===== src/sv/tuim_pkg.sv =====
// Package with types, constants and register codes for the tensor unfold index map.
package tuim_pkg;

    localparam int MAX_MODES   = 4;
    localparam int FIELD_MODES = 4;
    localparam int COL_W       = 48;
    localparam int IDX_W       = 16;
    localparam int DIV_STAGES  = COL_W;

    localparam int MODE_LIMIT = (MAX_MODES < FIELD_MODES) ? MAX_MODES : FIELD_MODES;
    localparam logic [2:0] MODE_LIMIT_W = 3'(MODE_LIMIT);

    localparam logic [2:0] REG_MODE_COUNT  = 3'd0;
    localparam logic [2:0] REG_UNFOLD_MODE = 3'd1;
    localparam logic [2:0] REG_SIZE_MODE0  = 3'd2;
    localparam logic [2:0] REG_SIZE_MODE1  = 3'd3;
    localparam logic [2:0] REG_SIZE_MODE2  = 3'd4;
    localparam logic [2:0] REG_SIZE_MODE3  = 3'd5;

    localparam logic ACT_TO_MATRIX = 1'b0;
    localparam logic ACT_TO_TENSOR = 1'b1;

    typedef struct packed {
        logic              action;
        logic [IDX_W-1:0]  coord0_in;
        logic [IDX_W-1:0]  coord1_in;
        logic [IDX_W-1:0]  coord2_in;
        logic [IDX_W-1:0]  coord3_in;
        logic [IDX_W-1:0]  row_in;
        logic [COL_W-1:0]  column_in;
    } s_item_t;

    typedef struct packed {
        logic [IDX_W-1:0]  coord0_out;
        logic [IDX_W-1:0]  coord1_out;
        logic [IDX_W-1:0]  coord2_out;
        logic [IDX_W-1:0]  coord3_out;
        logic [IDX_W-1:0]  row_out;
        logic [COL_W-1:0]  column_out;
    } m_item_t;

    // Settled configuration as seen by the datapath.
    typedef struct packed {
        logic [2:0]                        modes;
        logic [1:0]                        row_mode;
        logic [FIELD_MODES-1:0][COL_W-1:0] stride;
    } cfg_t;

    // Item traveling through the pipeline.
    typedef struct packed {
        logic              act;
        logic [IDX_W-1:0]  row;
        logic [COL_W-1:0]  col;
        logic [COL_W-1:0]  rem;
        logic [IDX_W-1:0]  q1;
        logic [IDX_W-1:0]  q2;
    } pipe_t;

endpackage


===== src/sv/tuim_cfg.sv =====
// Configuration registers and the stride table sequencer.
module tuim_cfg
    import tuim_pkg::*;
(
    input  logic        aclk,
    input  logic        aresetn,
    input  logic        wr_en,
    input  logic [2:0]  wr_index,
    input  logic [15:0] wr_data,
    output cfg_t        cfg,
    output logic        busy
);

    logic [2:0]             mode_count_reg;
    logic [1:0]             unfold_reg;
    logic [IDX_W-1:0]       size_reg [FIELD_MODES];
    logic [COL_W-1:0]       stride_reg [FIELD_MODES];
    logic [1:0]             step_reg;
    logic [2:0]             modes;
    logic [1:0]             row_mode;
    logic [1:0]             src_mode;
    logic [1:0]             prev_step;
    logic [COL_W+IDX_W-1:0] product;
    logic                   step_on;
    logic                   wr_known;

    always_comb begin
        if (mode_count_reg == 3'd0) begin
            modes = 3'd1;
        end else if (mode_count_reg > MODE_LIMIT_W) begin
            modes = MODE_LIMIT_W;
        end else begin
            modes = mode_count_reg;
        end
        row_mode = ({1'b0, unfold_reg} >= modes) ? 2'd0 : unfold_reg;
    end

    // Stride entry k is entry k-1 times the extent of the (k-1)-th mode other than the row mode.
    always_comb begin
        prev_step = step_reg - 2'd1;
        src_mode  = (prev_step >= row_mode) ? step_reg : prev_step;
        product   = stride_reg[prev_step] * size_reg[src_mode];
        step_on   = ({1'b0, step_reg} < modes);
        wr_known  = (wr_index <= REG_SIZE_MODE3);
    end

    always_ff @(posedge aclk) begin
        if (!aresetn) begin
            mode_count_reg <= 3'd2;
            unfold_reg     <= 2'd0;
            step_reg       <= 2'd0;
            for (int i = 0; i < FIELD_MODES; i++) begin
                size_reg[i]   <= IDX_W'(1);
                stride_reg[i] <= COL_W'(1);
            end
        end else begin
            if (step_reg != 2'd0) begin
                stride_reg[step_reg] <= step_on ? product[COL_W-1:0] : COL_W'(1);
            end
            // A known write restarts the rebuild, even in the middle of one.
            if (wr_en && wr_known) begin
                step_reg <= 2'd1;
            end else if (step_reg != 2'd0) begin
                step_reg <= (step_reg == 2'd3) ? 2'd0 : step_reg + 2'd1;
            end
            if (wr_en) begin
                case (wr_index)
                    REG_MODE_COUNT:  mode_count_reg <= wr_data[2:0];
                    REG_UNFOLD_MODE: unfold_reg     <= wr_data[1:0];
                    REG_SIZE_MODE0:  size_reg[0]    <= wr_data;
                    REG_SIZE_MODE1:  size_reg[1]    <= wr_data;
                    REG_SIZE_MODE2:  size_reg[2]    <= wr_data;
                    REG_SIZE_MODE3:  size_reg[3]    <= wr_data;
                    default: ;
                endcase
            end
        end
    end

    always_comb begin
        cfg.modes    = modes;
        cfg.row_mode = row_mode;
        for (int i = 0; i < FIELD_MODES; i++) begin
            cfg.stride[i] = stride_reg[i];
        end
    end

    assign busy = (step_reg != 2'd0);

endmodule


===== config.mk =====
export PLATFORM = sky130hd
export DESIGN_NAME = tuim_cfg
export DESIGN_NICKNAME = d
export VERILOG_FILES = /design/src/sv/tuim_pkg.sv /design/src/sv/tuim_cfg.sv
export SDC_FILE = /design/constraint.sdc
export NUM_CORES = 2
export LEC_CHECK = 0
export ABC_AREA = 1
export BUFFER_PORTS_ARGS = -buffer_cell sky130_fd_sc_hd__buf_2
export CORE_ASPECT_RATIO = 1.2
export CORE_MARGIN = 2
export CORE_UTILIZATION = 50
export DETAILED_ROUTE_END_ITERATION = 8
export GPL_ROUTABILITY_DRIVEN = 1
export PLACE_DENSITY = 0.68
export SYNTH_ARGS = -nofsm -noshare
export SYNTH_HDL_FRONTEND = slang
export SYNTH_SLANG_ARGS = --single-unit

===== constraint.sdc =====
create_clock -name aclk -period 16.45 [get_ports aclk]
set_clock_uncertainty 0.1 [all_clocks]
set_input_delay 0 -clock aclk [delete_from_list [all_inputs] [get_ports aclk]]
set_output_delay 0 -clock aclk [all_outputs]
set_load 0.02 [all_outputs]

# Word level (Yosys, flattened, before mapping)

Memories as Yosys holds them, arrays and structs flattened.
Cells that the tools add are included.

Register bits: 7
Bits in latches: 0
Memory bits (writable): 256
ROM bits: 0
Bits of input ports: 22
Output and inout bits: 198
Word-level logic and storage cells: 69
Memories: 2

Memories:

| memory     | words | bits a word | rd ports | clocked after Yosys merged registers in | write ports | line           | source |
|---|---|---|---|---|---|---|---|
| stride_reg | 4     | 48          | 5        | 0                                       | 4           | tuim_cfg.sv:17 | `logic [COL_W-1:0] stride_reg [FIELD_MODES];` |
| size_reg   | 4     | 16          | 1        | 0                                       | 4           | tuim_cfg.sv:16 | `logic [IDX_W-1:0] size_reg [FIELD_MODES];` |

Add/sub/neg operators: 2
Multiply operators: 1
Div/mod/pow operators: 0
Order comparisons: 5
Equal/unequal tests: 6
Shifts and indexed selects: 0
Muxes and demuxes: 35
Bitwise operators: 5
Reductions and logical operators: 9

Operators with widths:

| cell                                                                  | count |
|---|---|
| 48-bit two-way mux                                                    | 2 |
| 16-bit two-way mux                                                    | 4 |
| 48-bit by 16-bit multiplier with 48-bit output                        | 1 |
| 48-bit OR reduction                                                   | 1 |
| 1-bit two-way mux                                                     | 23 |
| 2-bit two-way mux                                                     | 4 |
| 3-bit by 2-bit equality test with 1-bit output, second input constant | 2 |
| 3-bit equality test, second input constant                            | 2 |
| 3-bit zero test                                                       | 2 |
| 3-bit two-way mux                                                     | 2 |
| 1-bit OR                                                              | 4 |
| 2-bit AND reduction                                                   | 2 |
| 2-bit nonzero test                                                    | 2 |
| 3-bit by 1-bit equality test with 1-bit output, second input constant | 1 |
| 2-bit by 3-bit greater-or-equal comparator with 1-bit output          | 1 |
| 3-bit greater-than comparator, second input constant                  | 1 |
| 3-bit <= comparator, second input constant                            | 1 |
| 2-bit by 3-bit < comparator with 1-bit output                         | 1 |
| 2-bit by 1-bit adder with 2-bit output, second input constant         | 1 |
| 2-bit equality test, second input constant                            | 1 |
| 2-bit greater-or-equal comparator                                     | 1 |
| 2-bit OR reduction                                                    | 1 |
| 2-bit by 1-bit subtractor with 2-bit output, second input constant    | 1 |
| 1-bit logical AND                                                     | 1 |
| 1-bit NOT                                                             | 1 |

# Longest topological paths before layout

An unclocked memory read counts as a cell.

Depth after elaboration: 11
Mapped depth: 52
Mapped depth without buffers: 49

# Least setup slack after synthesis

No wires, ideal clock.

Path kind: reg2reg
Start: reg step_reg[0]
End: mem stride_reg[0][43] (data pin)
Library setup time: 0.266 ns
Arrival: 9.308 ns
Data required time: 16.084 ns
Slack: 6.776 ns
Stages on the path, launching flop included: 47
Path buffers: 10
Period minus slack after synthesis: 9.674 ns
Path through: dfxtp_1 -> inv_2 -> buf_6 -> buf_6 -> clkbuf_1 -> clkbuf_1 -> ha_1 -> inv_2 -> buf_2 -> buf_1 -> clkbuf_1 -> ha_1 -> nand2_2 -> nand4_2 -> nand2_4 -> buf_6 -> nand2_1 -> nand3_1 -> (+11 left out) -> inv_1 -> fa_1 -> inv_1 -> ha_1 -> a21oi_1 -> inv_1 -> a21oi_1 -> o21a_1 -> nand2_1 -> a21oi_1 -> inv_1 -> a21oi_1 -> inv_1 -> nand3_1 -> o211ai_1 -> or2_2 -> nand3_1 -> nor2_1

RTL lines:

| item                   | line           | source |
|---|---|---|
| start, declared        | tuim_cfg.sv:18 | `logic [1:0] step_reg;` |
| start signal, assigned | tuim_cfg.sv:64 | `step_reg <= (step_reg == 2'd3) ? 2'd0 : step_reg + 2'd1;` |
| end, declared          | tuim_cfg.sv:17 |  |

==> impl.org <==
** STA
- The tightest hold path in the finished design has a slack of 0.184 ns.
- The clock period could shrink to 12.03 ns.
- In the final timing run, aggregate negative setup slack is 0 ns.
- Number of failing hold endpoints at the final stage :: 0
- Setup repair after global routing missed its margin :: no
- For the pin with the worst max-slew slack, the measured transition is 1.10 ns.
- The count of pins over their slew limit is 0.
- Final setup fails :: 0
- Of the available clock period, the critical path in the final layout requires 73.1%.
- Peak clock frequency supported by timing :: 83.1 MHz
- Setup slack on the critical path of the routed design comes to 4.42 ns.
- In this run the tightest slew margin relative to its limit is 26.3%.

** Routing
- Antenna viol nets, final :: 0
- After detailed routing, the average wire length per cell comes to 21.1 um.
- The detailed router placed 25,600 vias in this run.
- Dividing the detail-routed via count by the number of cells gives 5.39.
- The routed design has 99.9 mm of wire.
- Initial DRC count :: 1,998
- First-pass iteration count of the detailed router :: 6
- # DRC :: 0

** Worst setup path
- Worst-case reg-to-reg path depth :: 40
- Bufs and invs on worst path :: 11
- The cell that appears most often on the critical path is sky130_fd_sc_hd__inv_1.
- Top Family by Delay on Critical Path :: adder cells
- In this run the critical register-to-register path is captured at stride_reg[2][43].
- Startpoint of the worst-slack reg-to-reg timing path :: step_reg[0]
- Worst setup startpoint :: step_reg[0]
- At the worst endpoint, the required time is 16.65 ns.
- Crit start category :: register
- R2R Setup Slk :: 4.42 ns
- The worst setup path is captured at a register.
- In this run the worst path has a maximum fanout of 54.
- Largest incremental delay on the critical path :: 1.06 ns
- Data arrives at the worst endpoint at 12.23 ns.
- Path type of the worst setup path :: register to register
- Slowest stage cell on the critical path :: sky130_fd_sc_hd__clkinv_1

** Placed design
- Timing analysis after detailed placement gives a worst setup slack of 4.66 ns.
- At the end of routability-driven placement, the weighted congestion stood at 0.978.
- In this run the tool buffered the top-level ports with 219 buffer cells.
- After legalization and detailed placement, the total HPWL measured 77.4 mm.
- Total instance count after detailed placement :: 4,661

** CTS
- Clock tree synthesis inserted a total of 28 buffers.
- At the later pin of the worst-skew pair, clock insertion delay measures 0.61 ns.
- TritonCTS built the clock tree.
- # H-tree levels :: 1
- Clock edge transition at the registers on the reported setup and hold paths :: 0.10 ns
- CTS saw 263 sinks.
- Clk buf depth :: 3
- Buffers added to address setup during post-CTS repair amount to 0.
- The tree is rooted in a sky130_fd_sc_hd__clkbuf_16.

** Synthesis
- In this run, synthesis inferred 256 flip-flops with an integrated enable.
- Gate count after technology mapping :: 3,710
- Warning count from the yosys run :: 0
- FF+latch count, synth :: 263
- When the netlist entered floorplanning its net count stood at 4,348.
- Sequential cells were found to cover 24.8% of the synthesized design area.
- Leading register cell type out of synthesis :: sky130_fd_sc_hd__edfxtp_1
- Yosys mapped the design onto 50 distinct sky130hd cell types.
- A synthesized cell averages 8.50 um2.
- Netlist area before placement :: 31,500 um2
- After synthesis, the share of flip-flops with an asynchronous set or reset is 0%.

** Global routing
- Global-route wire length before repair :: 155 mm
- Maximum number of pins on one net before global-route repair :: 55
- Number of antenna violations at the first check in global routing :: 1
- Global routing used 31.7% of the available tracks.
- Global route total overflow :: 0
- The via count of the first global-routing pass came to 26,800.

** Run
- Number of max-cap violations :: 0

** Worst hold path
- Endpoint of the worst hold path :: size_reg[1][8]
- Instance count along the most critical hold path :: 4
- The tightest min-delay check is of the primary input to register type.
- The startpoint identified for the worst hold timing path is wr_data[8].

** Floorplanning
- The die is 279 um tall.
- After floorplanning, the core was sized to cover 62,200 um2.
- The initialized floorplan defines 100 standard-cell rows.
- The die covers 65,100 um2.
- Starting Density :: 50.7%
- For this design the top-level I/O count stands at 220.
- Die Span X :: 233 um

** Final layout
- The top cell types in the final layout, fill and taps aside, are 802 x sky130_fd_sc_hd__inv_1, 721 x sky130_fd_sc_hd__nand2_1, 653 x sky130_fd_sc_hd__nor2_1, 528 x sky130_fd_sc_hd__fa_1, 256 x sky130_fd_sc_hd__edfxtp_1.
- In the final design database the tool counted 4,542 nets.
- Layout cells sized above 1 :: 12.0%
- Leaving out filler cells and counting taps, the final layout contains 4,741.
- The repair_antennas step left the layout with diodes totalling 0.
- Most common library cell in the layout ignoring fill and taps :: sky130_fd_sc_hd__inv_1
- Area Overhead vs Synth :: 10.0%
- The register with the most flip-flops in the layout has 192 of them.

** Status
- Outcome :: complete, no violations
[area by class of cell]
type	count	area [um2]
multi-input cells	2473	20000
clock buffers	32	716
clock inverters	19	201
fillers	5694	27500
repair buffers	302	1790
flip-flops and latches	263	7830
inverters	836	3140
well taps	816	1020
[cells by family after synthesis]
kind of cell    count (synthesis)  synth area share (%)
simple gates                 1630                  21.2
buf+inv                       974                  11.9
fa+ha+maj                     616                  37.0
flops                         263                  24.8
compound gates                217                  4.74
xor+xnor                       10                 0.278
[worst max path at each step]
stage	to	slack, ns	cells after the start
floorplan	stride_reg[0][43]	6.78	46
global placement	stride_reg[1][41]	4.80	39
detailed placement	stride_reg[2][43]	4.66	40
CTS	stride_reg[0][43]	4.62	40
global route	stride_reg[1][43]	3.71	40
finish	stride_reg[2][43]	4.42	40
[timing repair]
action | 4_1_cts | 5_1_grt
gates resized for setup | 0 | 0
setup endpoints to repair | 0 | 0
endpoints found under the hold margin | 71 | 0
hold buffers | 29 | 0
[cells in the mapped netlist (all sizes together) (2+ instances only)]
cell	instances	area share (%)
nand3b	5	0.12
ha	88	3.5
a21boi	3	0.071
fa	528	34
buf	58	1.0
o21bai	4	0.095
o221ai	3	0.083
xor2	3	0.083
a21o	4	0.095
a32oi	41	1.5
nand4	7	0.21
nor3	9	0.14
nand3	97	1.6
a31oi	13	0.26
dfxtp	7	0.44
a32o	2	0.064
clkinv	23	0.27
edfxtp	256	24
a21oi	77	1.2
or2	111	2.2
clkbuf	80	0.95
nor4	4	0.079
inv	813	9.7
nor2	654	7.8
o211ai	10	0.24
xnor2	7	0.19
nand2	738	8.9
o21ai	47	0.82
o21a	9	0.21
and2	5	0.099
[tightest hold or removal path, delay by kind of cell]
kind          cells  cell delay [ns]
buf+inv           3             0.69
simple gates      1             0.10
[stage by stage]
step	util (%)	instance area, um2
5_1_grt	55.8	34700
3_3_place_gp	53.8	33500
2_1_floorplan	-	31500
6_report	55.8	34700
4_1_cts	55.8	34700
3_5_place_dp	53.8	33500
[per-layer routing]
metal	up-vias	part of all wire (%)	GRT usage [%]
met5	-	0.013	0
met4	2	7.7	19.5
met3	324	7.3	5.07
met2	1138	49	53.6
met1	12700	36	37.7
li1	11400	-	-
Power is not shown: default switching activity piles up to over one toggle a cycle in this logic, so the estimate is an artifact.
